===== src/rtl/mahd_pkg.sv =====
// Package for the MPEG audio header decoder: status codes, field layout,
// bitrate and sample-rate tables and the reciprocal table for the length divide.
// Used by mpeg_audio_header_decoder_core; depends on nothing.
package mahd_pkg;

    // Status codes
    localparam logic [2:0] ST_OK          = 3'd0;
    localparam logic [2:0] ST_FREE_FORMAT = 3'd1;
    localparam logic [2:0] ST_BAD_BITRATE = 3'd2;
    localparam logic [2:0] ST_RSVD_RATE   = 3'd3;
    localparam logic [2:0] ST_UNSUPPORTED = 3'd4;

    // Raw version and layer codes
    localparam logic [1:0] VER_MPEG1 = 2'd3;
    localparam logic [1:0] VER_MPEG2 = 2'd2;
    localparam logic [1:0] LAY_I     = 2'd3;
    localparam logic [1:0] LAY_II    = 2'd2;
    localparam logic [1:0] LAY_RSVD  = 2'd0;

    localparam logic [3:0] BRI_FREE  = 4'h0;
    localparam logic [3:0] BRI_BAD   = 4'hF;
    localparam logic [1:0] SFI_RSVD  = 2'd3;

    // Widths of the length datapath
    localparam int NUM_W   = 26;   // bitrate * coefficient * 1000
    localparam int RECIP_W = 19;   // floor(2^32 / fs)
    localparam int RECIP_S = 32;   // reciprocal scale shift
    localparam int LEN_W   = 11;
    localparam int FS_W    = 16;
    localparam int BR_W    = 9;
    localparam int COEF_W  = 18;

    // Slot coefficients times 1000
    localparam logic [COEF_W-1:0] COEF_L1   = 18'd12000;
    localparam logic [COEF_W-1:0] COEF_144  = 18'd144000;
    localparam logic [COEF_W-1:0] COEF_72   = 18'd72000;

    typedef logic [BR_W-1:0] br_t;
    typedef br_t br_tab_t [16];

    localparam br_tab_t BR_V1_L1 = '{9'd0, 9'd32, 9'd64, 9'd96, 9'd128, 9'd160, 9'd192,
        9'd224, 9'd256, 9'd288, 9'd320, 9'd352, 9'd384, 9'd416, 9'd448, 9'd0};
    localparam br_tab_t BR_V1_L2 = '{9'd0, 9'd32, 9'd48, 9'd56, 9'd64, 9'd80, 9'd96,
        9'd112, 9'd128, 9'd160, 9'd192, 9'd224, 9'd256, 9'd320, 9'd384, 9'd0};
    localparam br_tab_t BR_V1_L3 = '{9'd0, 9'd32, 9'd40, 9'd48, 9'd56, 9'd64, 9'd80,
        9'd96, 9'd112, 9'd128, 9'd160, 9'd192, 9'd224, 9'd256, 9'd320, 9'd0};
    localparam br_tab_t BR_V2_L1 = '{9'd0, 9'd32, 9'd48, 9'd56, 9'd64, 9'd80, 9'd96,
        9'd112, 9'd128, 9'd144, 9'd160, 9'd176, 9'd192, 9'd224, 9'd256, 9'd0};
    localparam br_tab_t BR_V2_L23 = '{9'd0, 9'd8, 9'd16, 9'd24, 9'd32, 9'd40, 9'd48,
        9'd56, 9'd64, 9'd80, 9'd96, 9'd112, 9'd128, 9'd144, 9'd160, 9'd0};

    // Header fields that ride along the pipeline
    typedef struct packed {
        logic [2:0]      status;
        logic [1:0]      version_code;
        logic [1:0]      layer_code;
        logic [BR_W-1:0] bitrate_kbps;
        logic [FS_W-1:0] sample_rate_hz;
        logic            padding_bit;
        logic [1:0]      channel_mode;
        logic [1:0]      stereo_ext;
        logic [1:0]      emphasis;
        logic            protection_bit;
        logic [2:0]      flag_bits;
    } hdr_info_t;

    // Bitrate in kbps; zero for unsupported version or layer
    function automatic logic [BR_W-1:0] br_lookup(input logic [1:0] ver,
                                                 input logic [1:0] lay,
                                                 input logic [3:0] bri);
        logic [BR_W-1:0] br;
        br = '0;
        if (ver == VER_MPEG1) begin
            case (lay)
                LAY_I:    br = BR_V1_L1[bri];
                LAY_II:   br = BR_V1_L2[bri];
                LAY_RSVD: br = '0;
                default:  br = BR_V1_L3[bri];
            endcase
        end
        else if (ver == VER_MPEG2) begin
            case (lay)
                LAY_I:    br = BR_V2_L1[bri];
                LAY_RSVD: br = '0;
                default:  br = BR_V2_L23[bri];
            endcase
        end
        return br;
    endfunction

    // Sample rate in Hz; zero for reserved codes and other versions
    function automatic logic [FS_W-1:0] fs_lookup(input logic [1:0] ver,
                                                 input logic [1:0] sfi);
        logic [FS_W-1:0] fs;
        fs = '0;
        if (ver == VER_MPEG1) begin
            case (sfi)
                2'd0:    fs = 16'd44100;
                2'd1:    fs = 16'd48000;
                2'd2:    fs = 16'd32000;
                default: fs = '0;
            endcase
        end
        else if (ver == VER_MPEG2) begin
            case (sfi)
                2'd0:    fs = 16'd22050;
                2'd1:    fs = 16'd24000;
                2'd2:    fs = 16'd16000;
                default: fs = '0;
            endcase
        end
        return fs;
    endfunction

    // floor(2^32 / fs) for each supported rate; the estimate it gives is
    // at most one below the true quotient for any numerator below 2^26
    function automatic logic [RECIP_W-1:0] recip_lookup(input logic [1:0] ver,
                                                       input logic [1:0] sfi);
        logic [RECIP_W-1:0] r;
        r = '0;
        if (ver == VER_MPEG1) begin
            case (sfi)
                2'd0:    r = 19'd97391;
                2'd1:    r = 19'd89478;
                2'd2:    r = 19'd134217;
                default: r = '0;
            endcase
        end
        else begin
            case (sfi)
                2'd0:    r = 19'd194783;
                2'd1:    r = 19'd178956;
                2'd2:    r = 19'd268435;
                default: r = '0;
            endcase
        end
        return r;
    endfunction

endpackage


===== src/rtl/mpeg_audio_header_decoder_core.sv =====
// MPEG-1/MPEG-2 audio frame header decoder, five-stage pipeline.
// Depends on mahd_pkg for status codes, lookup tables and the header info struct.

// One header word enters per clock while in_stall is low; the sustained rate is one header
// per cycle with no bubbles while out_stall is low. The five register stages
// are: field decode and table lookup, bitrate times slot coefficient, multiply by
// the reciprocal of the sample rate, back-multiply of the quotient estimate, and a
// one-step correction with padding. Sync bits are not checked. A stall on the
// result side holds every stage that has no empty slot ahead of it, so requests
// are neither lost nor repeated; the input side sees stall only when the whole
// pipeline is full and the result is not taken.
module mpeg_audio_header_decoder_core
(
    input  logic                       clk,
    input  logic                       rst_n,
    input  logic                       in_valid,
    output logic                       in_stall,
    input  logic [31:0]                header_word,
    output logic                       out_valid,
    input  logic                       out_stall,
    output logic [2:0]                 status,
    output logic [1:0]                 version_code,
    output logic [1:0]                 layer_code,
    output logic [mahd_pkg::BR_W-1:0]  bitrate_kbps,
    output logic [mahd_pkg::FS_W-1:0]  sample_rate_hz,
    output logic [mahd_pkg::LEN_W-1:0] frame_bytes,
    output logic                       padding_bit,
    output logic [1:0]                 channel_mode,
    output logic [1:0]                 stereo_ext,
    output logic [1:0]                 emphasis,
    output logic                       protection_bit,
    output logic [2:0]                 flag_bits
);
    import mahd_pkg::*;

    localparam int PROD_W = NUM_W + RECIP_W;
    localparam int QF_W   = LEN_W + FS_W;
    localparam int CMP_W  = QF_W + 1;

    // Stage valid bits and advance enables
    logic v1_reg, v2_reg, v3_reg, v4_reg, v5_reg;
    logic adv1, adv2, adv3, adv4, adv5;

    // Stage payload
    hdr_info_t          info1_reg, info2_reg, info3_reg, info4_reg, info5_reg;
    hdr_info_t          info1_next;
    logic [COEF_W-1:0]  coef1_reg, coef1_next;
    logic [RECIP_W-1:0] recip1_reg, recip1_next, recip2_reg;
    logic [NUM_W-1:0]   num2_reg, num2_next, num3_reg, num4_reg;
    logic [LEN_W-1:0]   qest3_reg, qest3_next, qest4_reg;
    logic [QF_W-1:0]    qf4_reg, qf4_next;
    logic [LEN_W-1:0]   len5_reg, len5_next;

    logic [PROD_W-1:0]  prod3;
    logic [CMP_W-1:0]   bound4;
    logic [LEN_W-1:0]   q4;

    // Advance a stage when it is empty or the one after it advances
    assign adv5     = !v5_reg || !out_stall;
    assign adv4     = !v4_reg || adv5;
    assign adv3     = !v3_reg || adv4;
    assign adv2     = !v2_reg || adv3;
    assign adv1     = !v1_reg || adv2;
    assign in_stall = !adv1;

    always_ff @(posedge clk or negedge rst_n)
    begin
        if (!rst_n)
        begin
            v1_reg <= 1'b0;
            v2_reg <= 1'b0;
            v3_reg <= 1'b0;
            v4_reg <= 1'b0;
            v5_reg <= 1'b0;
        end
        else
        begin
            if (adv1) v1_reg <= in_valid;
            if (adv2) v2_reg <= v1_reg;
            if (adv3) v3_reg <= v2_reg;
            if (adv4) v4_reg <= v3_reg;
            if (adv5) v5_reg <= v4_reg;
        end
    end

    // Stage 1: split fields, look up rates, pick status and coefficient
    always_comb
    begin
        logic [1:0] ver;
        logic [1:0] lay;
        logic [3:0] bri;
        logic [1:0] sfi;
        logic       supported;
        ver = header_word[20:19];
        lay = header_word[18:17];
        bri = header_word[15:12];
        sfi = header_word[11:10];
        supported = (ver == VER_MPEG1 || ver == VER_MPEG2) && (lay != LAY_RSVD);

        info1_next.version_code   = ver;
        info1_next.layer_code     = lay;
        info1_next.protection_bit = header_word[16];
        info1_next.padding_bit    = header_word[9];
        info1_next.channel_mode   = header_word[7:6];
        info1_next.stereo_ext     = header_word[5:4];
        info1_next.emphasis       = header_word[1:0];
        info1_next.flag_bits      = {header_word[8], header_word[3], header_word[2]};
        info1_next.sample_rate_hz = fs_lookup(ver, sfi);
        info1_next.bitrate_kbps   = br_lookup(ver, lay, bri);

        // Report the highest fault code that holds
        if (!supported)
            info1_next.status = ST_UNSUPPORTED;
        else if (sfi == SFI_RSVD)
            info1_next.status = ST_RSVD_RATE;
        else if (bri == BRI_BAD)
            info1_next.status = ST_BAD_BITRATE;
        else if (bri == BRI_FREE)
            info1_next.status = ST_FREE_FORMAT;
        else
            info1_next.status = ST_OK;

        if (lay == LAY_I)
            coef1_next = COEF_L1;
        else if (lay == LAY_II || ver == VER_MPEG1)
            coef1_next = COEF_144;
        else
            coef1_next = COEF_72;

        recip1_next = recip_lookup(ver, sfi);
    end

    // Stage 2: numerator = bitrate * coefficient * 1000
    always_comb
    begin
        logic [BR_W+COEF_W-1:0] p;
        p         = info1_reg.bitrate_kbps * coef1_reg;
        num2_next = p[NUM_W-1:0];
    end

    // Stage 3: quotient estimate from the reciprocal
    always_comb
    begin
        prod3      = num2_reg * recip2_reg;
        qest3_next = prod3[RECIP_S +: LEN_W];
    end

    // Stage 4: back-multiply the estimate
    assign qf4_next = qest3_reg * info3_reg.sample_rate_hz;

    // Stage 5: correct the estimate by one, add padding, scale Layer I slots to bytes, drop length on faults
    always_comb
    begin
        bound4 = {1'b0, qf4_reg} + {{(CMP_W-FS_W){1'b0}}, info4_reg.sample_rate_hz};
        if ({{(CMP_W-NUM_W){1'b0}}, num4_reg} >= bound4)
            q4 = qest4_reg + LEN_W'(1);
        else
            q4 = qest4_reg;

        if (info4_reg.status != ST_OK)
            len5_next = '0;
        else if (info4_reg.layer_code == LAY_I)
            len5_next = LEN_W'({q4 + LEN_W'(info4_reg.padding_bit), 2'b00});
        else
            len5_next = q4 + LEN_W'(info4_reg.padding_bit);
    end

    // Pipeline payload registers
    always_ff @(posedge clk)
    begin
        if (adv1)
        begin
            info1_reg  <= info1_next;
            coef1_reg  <= coef1_next;
            recip1_reg <= recip1_next;
        end
        if (adv2)
        begin
            info2_reg  <= info1_reg;
            num2_reg   <= num2_next;
            recip2_reg <= recip1_reg;
        end
        if (adv3)
        begin
            info3_reg  <= info2_reg;
            num3_reg   <= num2_reg;
            qest3_reg  <= qest3_next;
        end
        if (adv4)
        begin
            info4_reg  <= info3_reg;
            num4_reg   <= num3_reg;
            qest4_reg  <= qest3_reg;
            qf4_reg    <= qf4_next;
        end
        if (adv5)
        begin
            info5_reg  <= info4_reg;
            len5_reg   <= len5_next;
        end
    end

    // Drive the result ports from the last stage
    assign out_valid      = v5_reg;
    assign status         = info5_reg.status;
    assign version_code   = info5_reg.version_code;
    assign layer_code     = info5_reg.layer_code;
    assign bitrate_kbps   = info5_reg.bitrate_kbps;
    assign sample_rate_hz = info5_reg.sample_rate_hz;
    assign frame_bytes    = len5_reg;
    assign padding_bit    = info5_reg.padding_bit;
    assign channel_mode   = info5_reg.channel_mode;
    assign stereo_ext     = info5_reg.stereo_ext;
    assign emphasis       = info5_reg.emphasis;
    assign protection_bit = info5_reg.protection_bit;
    assign flag_bits      = info5_reg.flag_bits;

endmodule


===== config.mk =====
export PLATFORM = sky130hd
export DESIGN_NAME = mpeg_audio_header_decoder_core
export DESIGN_NICKNAME = d
export VERILOG_FILES = /design/src/rtl/mahd_pkg.sv /design/src/rtl/mpeg_audio_header_decoder_core.sv
export SDC_FILE = /design/constraint.sdc
export NUM_CORES = 2
export LEC_CHECK = 0
export BUFFER_PORTS_ARGS = -buffer_cell sky130_fd_sc_hd__buf_2
export CELL_PAD_IN_SITES_DETAIL_PLACEMENT = 0
export CELL_PAD_IN_SITES_GLOBAL_PLACEMENT = 1
export CORE_ASPECT_RATIO = 1.1
export CORE_UTILIZATION = 52
export DETAILED_ROUTE_END_ITERATION = 8
export HOLD_SLACK_MARGIN = 0.03
export PLACE_DENSITY = 0.81
export SYNTH_ARGS = -nofsm -noshare
export SYNTH_HDL_FRONTEND = slang
export SYNTH_SLANG_ARGS = --single-unit

===== constraint.sdc =====
create_clock -name clk -period 9.5 [get_ports clk]
set_clock_uncertainty 0.05 [all_clocks]
set_input_delay 0.475 -clock clk [delete_from_list [all_inputs] [get_ports clk]]
set_output_delay 0.475 -clock clk [all_outputs]
set_load 0.02 [all_outputs]

Word level (Yosys, flattened, before mapping)
Memory sizes are Yosys's and may differ from the RTL's.
Cells that the tools add are included.
{ "totals": {"out_inout_bits": 56, "in_bits": 36, "reg_bits": 414, "rom_bits": 720, "mem_count": 5, "elab_cells": 142} }
{ "memory_table": {"columns": ["name", "depth", "width", "read_ports", "rd_ports_with_merged_regs", "write_ports", "line_no", "rtl"], "rows": [
  ["(no name shown)", 16, 9, 1, 0, 0, "mahd_pkg.sv:85", "default: br = BR_V2_L23[bri];"],
  ["(no name shown)", 16, 9, 1, 0, 0, "mahd_pkg.sv:83", "LAY_I: br = BR_V2_L1[bri];"],
  ["(no name shown)", 16, 9, 1, 0, 0, "mahd_pkg.sv:78", "default: br = BR_V1_L3[bri];"],
  ["(no name shown)", 16, 9, 1, 0, 0, "mahd_pkg.sv:76", "LAY_II: br = BR_V1_L2[bri];"],
  ["(no name shown)", 16, 9, 1, 0, 0, "mahd_pkg.sv:75", "LAY_I: br = BR_V1_L1[bri];"]
]} }
{ "classes": {"muxes": 27, "reduce_logical": 21, "n_bitwise": 1, "addsub": 3, "n_eq_ne": 9, "mul": 3, "magnitude_cmp": 2} }
{ "ops": {"columns": ["operator", "n"], "rows": [
  ["9-bit two-way mux", 12],
  ["19-bit case mux with 3 select lines", 1],
  ["18-bit case mux with 3 select lines", 1],
  ["16-bit case mux with 3 select lines", 1],
  ["15-bit case mux with 3 select lines", 1],
  ["26-bit by 19-bit multiplier with 43-bit output", 1],
  ["27-bit by 16-bit adder with 28-bit output", 1],
  ["26-bit by 28-bit >= comparator with 1-bit output", 1],
  ["11-bit by 16-bit multiplier with 27-bit output", 1],
  ["9-bit case mux with 3 select lines", 1],
  ["9-bit by 18-bit multiplier with 26-bit output", 1],
  ["11-bit two-way mux", 2],
  ["19-bit two-way mux", 1],
  ["18-bit two-way mux", 1],
  ["9-bit case mux with 2 select lines", 1],
  ["16-bit two-way mux", 1],
  ["15-bit two-way mux", 1],
  ["2-bit equality test, second input constant", 7],
  ["11-bit by 1-bit adder with 11-bit output", 1],
  ["11-bit by 1-bit adder with 11-bit output, second input constant", 1],
  ["1-bit zero test", 7],
  ["1-bit logical OR", 7],
  ["5-bit >= comparator, second input constant", 1],
  ["4-bit NOT with 5-bit output", 1],
  ["other kinds (10)", 12]
]} }

Longest topological paths before layout
{ "depth": {"depth_word": 7, "mapped_depth": 28, "mapped_depth_nobuf": 27} }

Worst setup path before layout
No wires, ideal clock.
{ "synth_timing": {"kind": "register to register", "start": "register num2_reg[18]", "end": "register qest3_reg[10] (data pin)", "stages_incl_launch_ff": 24, "setup_ps": 271, "path_buffers": 2, "synth_period_minus_slack_ps": 6673, "arrival_time_ps": 6352, "path_slack_ps": 2827, "t_required_ps": 9179, "cell_sequence": "edfxtp_1 clkbuf_1 clkbuf_1 nand2_1 fa_1 fa_1 fa_1 fa_1 inv_1 fa_1 inv_1 fa_1 inv_1 ha_1 a21oi_1 o211ai_1 a41oi_1 o21ai_1 a41o_1 o211a_1 a31oi_1 nor2_1 a2111oi_0 xnor2_1"} }
{ "synth_between": {"elab_chain_cells": 1} }
{ "synth_lines": {"columns": ["element", "line_no", "rtl"], "rows": [
  ["from (decl)", "mpeg_audio_header_decoder_core.sv:49", "logic [NUM_W-1:0] num2_reg, num2_next, num3_reg, num4_reg;"],
  ["from (signal assigned)", "mpeg_audio_header_decoder_core.sv:180", "num2_reg <= num2_next;"],
  ["26-bit by 19-bit multiplier with 43-bit output", "mpeg_audio_header_decoder_core.sv:144", "prod3 = num2_reg * recip2_reg;"],
  ["named net prod3[42]", "mpeg_audio_header_decoder_core.sv:54", "logic [PROD_W-1:0] prod3;"],
  ["to (signal assigned)", "mpeg_audio_header_decoder_core.sv:187", "qest3_reg <= qest3_next;"],
  ["to (decl)", "mpeg_audio_header_decoder_core.sv:50", "logic [LEN_W-1:0] qest3_reg, qest3_next, qest4_reg;"]
]} }
The timed path passes the listed nets, and every way through them passes these cells.
A chain may end at the register's enable or synchronous reset.

Worst setup path after layout
{ "layout_timing": {"start": "register num2_reg[20]", "end": "register qest3_reg[10] (data pin)"} }
Same word-level chain as after synthesis.

==> impl_metrics.toml <==
[setup_path]
r2r-end = "qest3_reg[10]"
timing.critical_path.mode_cell = "sky130_fd_sc_hd__fa_1"
critPathTopFamily = "adder cells"
worst_setup_path_start_kind = "register"
worstPathMaxFanout = 20
largest_stage_delay_on_the_critical_path_ns = 0.95
rrSetupSlack_ns = 1.79
crit-reg2reg-launch = "num2_reg[20]"
cp_cell_sequence = "and2_1 -> fa_1 -> fa_1 -> inv_1 -> fa_1 -> inv_1 -> fa_1 -> fa_1 -> inv_1 -> fa_1 -> inv_1 -> ha_1 -> a21o_1 -> a21oi_1 -> o211ai_1 -> a41oi_1 -> o21ai_1 -> a41o_1 -> o211a_1 -> a31oi_1 -> nor2_1 -> a2111oi_0 -> xnor2_1"
critical_path_required_ns = 9.74
crit_arrival_ns = 7.95
timing_worst_setup_path_type = "register to register"
r2r.worst_path.cells = 23
slowest_stage = "sky130_fd_sc_hd__edfxtp_1"
end_kind = "register"
cp.buffers_inverters = 4

[yosys]
synth_fa_ha_area_frac = 0.377
netlist.area_leader.share = 0.332
fraction_of_the_mapped_netlist_area_in_compound_gates = 0.0480
number_of_enable_type_register_cells_in_the_synthesized_netlist = 333
synth_simple_gate_area_frac = 0.132
dominant_combinational_cell_family_by_area_after_synthesis = "adder cells"
area_of_the_mapped_netlist_mm2 = 0.0302
postSynth.asyncResetShare = 0.0148
synth_area_per_cell_um2 = 11.1
postSynthCellCount = 2724
yosys-top-cells-area = "sky130_fd_sc_hd__edfxtp_1 (33%), sky130_fd_sc_hd__fa_1 (26%), sky130_fd_sc_hd__ha_1 (11%), sky130_fd_sc_hd__inv_1 (6.5%), sky130_fd_sc_hd__and2_1 (5.7%)"
synthDominantAreaCellType = "sky130_fd_sc_hd__edfxtp_1"
synth.lib_cells_used.distinct = 74
ys_seq_elements = 338
synth-main-ff-cell = "sky130_fd_sc_hd__edfxtp_1"
synth.area.mux_share = 0.00477
synth_xor_area_frac = 0.0244
ys.warnings.count = 0
seq_area_frac_synth = 0.336

[die]
dieArea_mm2 = 0.0590
boundaryPins = 92
floorplan.die.width_um = 232
rows = 92
core-area_mm2 = 0.0573
floorplan.die.height_um = 255
initial_core_util = 0.526

[timing]
worst_slew_margin_rel = 0.277
slew_violations = 0
max_freq_ghz = 0.130
tightestPinTransition_ns = 1.09
final_setup_violation_count = 0
tmin_final_ns = 7.71
grt_setup_unrepaired = "false"
hold_violations = 0
finalCritPeriodShare = 0.812
totalNegativeSetupSlack_ns = 0

[clocking]
clock_tree.buffer_depth = 3
clock_latency_on_the_worst_skew_pair_ns = 0.56
tritoncts = "yes"
post_cts.repair.setup_buffers = 0
clk_transition_reported_paths_ns = 0.06
cts_bufs_inserted = 36
post_cts_hold_buffer_count = 8
cts.sink_count = 338
cts-resized-gates = 0
cts-htree-levels = 2
clk_root_buffer_cell = "sky130_fd_sc_hd__clkbuf_16"

[hold_path]
holdCritPathClass = "input pin to register"
count_of_cells_along_the_worst_hold_path = 1
timing.hold.worst.start = "header_word[9]"
hold-path-endpoint = "info1_reg[10]"

[global_route]
grt_antenna_before_repair = 0
met3_capacity_usage_during_global_routing = 0.0351
grt_util_met2 = 0.400
gr-usage-met1 = 0.283
busiest_grt_layer = "met2"
first_global_vias = 21000
grt_first_pass_wirelength_um = 105000
pin_count_of_the_biggest_net_entering_global_routing = 74
grt_use_total = 0.226
globalRoute.totalOverflow = 0

[routing]
ratio_of_routed_vias_to_standard_cells = 5.35
ant_nets = 0
wl_per_cell_um = 17.8
dr.first_iter.drc_count = 894
drcViolationCount = 0
totalWireLength_um = 63100
dr.pass1.iters = 5
vias = 19000

[layout]
sequential_cell_area_mm2 = 0.0101
fill_cells = 4798
antenna_cells_inserted = 0
syn2layout_area_growth_pct = 8.02
multi_input_area_mm2 = 0.0177
nets = 3469
drive_above_1_share = 0.0584

[job]
max-cap-violations = 0

[run_status]
status = "completed"

[placed_design]
dpl.hpwl_um = 47200
gp_congestion = 0.848
buffer_ports.inserted = 74
[cell usage after synthesis, types with 9 or more instances]
| library cell | instances |
|---|---|
| sky130_fd_sc_hd__o21ai_0 | 34 |
| sky130_fd_sc_hd__inv_1 | 524 |
| sky130_fd_sc_hd__nand2b_1 | 17 |
| sky130_fd_sc_hd__or3_1 | 9 |
| sky130_fd_sc_hd__fa_1 | 398 |
| sky130_fd_sc_hd__nand3_1 | 22 |
| sky130_fd_sc_hd__and3_1 | 15 |
| sky130_fd_sc_hd__nor2_1 | 52 |
| sky130_fd_sc_hd__xnor2_1 | 53 |
| sky130_fd_sc_hd__ha_1 | 272 |
| sky130_fd_sc_hd__and2_1 | 276 |
| sky130_fd_sc_hd__clkbuf_1 | 86 |
| sky130_fd_sc_hd__nand2_1 | 303 |
| sky130_fd_sc_hd__nor3_1 | 26 |
| sky130_fd_sc_hd__xor2_1 | 29 |
| sky130_fd_sc_hd__o21bai_1 | 11 |
| sky130_fd_sc_hd__a21oi_1 | 74 |
| sky130_fd_sc_hd__a21o_1 | 18 |
| sky130_fd_sc_hd__edfxtp_1 | 333 |
| sky130_fd_sc_hd__nand4_1 | 17 |
| sky130_fd_sc_hd__nor2b_1 | 9 |
| sky130_fd_sc_hd__mux2i_1 | 11 |
[metrics by stage]
step / hold WS, ns / util / area, um2 / setup WS [ns] / cells
4_1_cts: 0.0303 / 0.568 / 32600 / 1.78 / 3543
6_report: 0.0579 / 0.568 / 32600 / 1.79 / 3543
3_5_place_dp: 0.250 / 0.544 / 31200 / 1.81 / 3469
2_1_floorplan: 0.129 / - / 30200 / 2.83 / 2729
5_1_grt: 0.0325 / 0.568 / 32600 / 1.29 / 3543
3_3_place_gp: 0.248 / 0.544 / 31200 / 1.84 / 3469
[worst max path at each step]
stage | end | cells after the start | start | slack [ns]
2_1_floorplan | qest3_reg[10] | 23 | num2_reg[18] | 2.83
3_3_place_gp | qest3_reg[10] | 23 | num2_reg[20] | 1.84
3_5_place_dp | qest3_reg[10] | 23 | num2_reg[20] | 1.81
4_1_cts | qest3_reg[10] | 23 | num2_reg[20] | 1.78
5_1_grt | qest3_reg[10] | 23 | num2_reg[20] | 1.29
6_report | qest3_reg[10] | 23 | num2_reg[20] | 1.79
[layer usage]
| layer | vias to the layer above | wire length [um] | share of wire |
|---|---|---|---|
| li1 | 8773 | - | - |
| met1 | 9651 | 26300 | 0.42 |
| met3 | 108 | 3180 | 0.050 |
| met5 | - | 0 | 0 |
| met4 | 0 | 1730 | 0.027 |
| met2 | 418 | 31900 | 0.51 |
[worst register-to-register path, delay by kind of cell (launching register included)]
family                     cells  cell delay [ns]
DFF                            1             0.95
adders and majority gates      7             3.28
buffers and inverters          4             0.21
and+or+nand+nor                2             0.36
AOI/OAI and AO/OA              9             2.47
xor gates and xnor gates       1             0.11
[kinds of logic after synthesis]
| logic type | Yosys count |
|---|---|
| and+or+nand+nor | 775 |
| adders and majority gates | 670 |
| buffers and inverters | 621 |
| DFF | 338 |
| AOI/OAI and AO/OA | 222 |
| xor gates and xnor gates | 83 |
| muxes | 14 |
| other | 1 |
[layout make-up]
cell class	instances	share of cell area
flip-flops and latches	338	0.311
repair buffers	93	0.0164
well taps	752	0.0289
multi-input cells	1770	0.544
clock inverters	27	0.0116
inverters	524	0.0604
clock buffers	39	0.0283
[cells in the final DEF, fill, tap and decap left out, drive strengths merged, types with 5 or more instances in the layout]
master       count
and4             6
clkbuf          39
o22ai            5
nand4           17
nand2b          17
clkinv          15
o21a             8
bufinv           6
o211ai           6
fa             398
dfrtp            5
nor2            52
a31oi            8
a21oi           75
xor2            30
ha             272
conb             6
nor2b            9
inv            526
o21bai          11
nand3           23
nand2          303
dlygate4sd3      8
a21o            18
buf             85
and2           276
or3              9
o21ai           36
edfxtp         333
a211oi           7
nor3            27
a21boi           7
mux2i           11
and3            15
xnor2           53
Power is left out: the tool's default activity adds up to more than one toggle a clock period on the data nets, which glitch-free logic cannot reach.
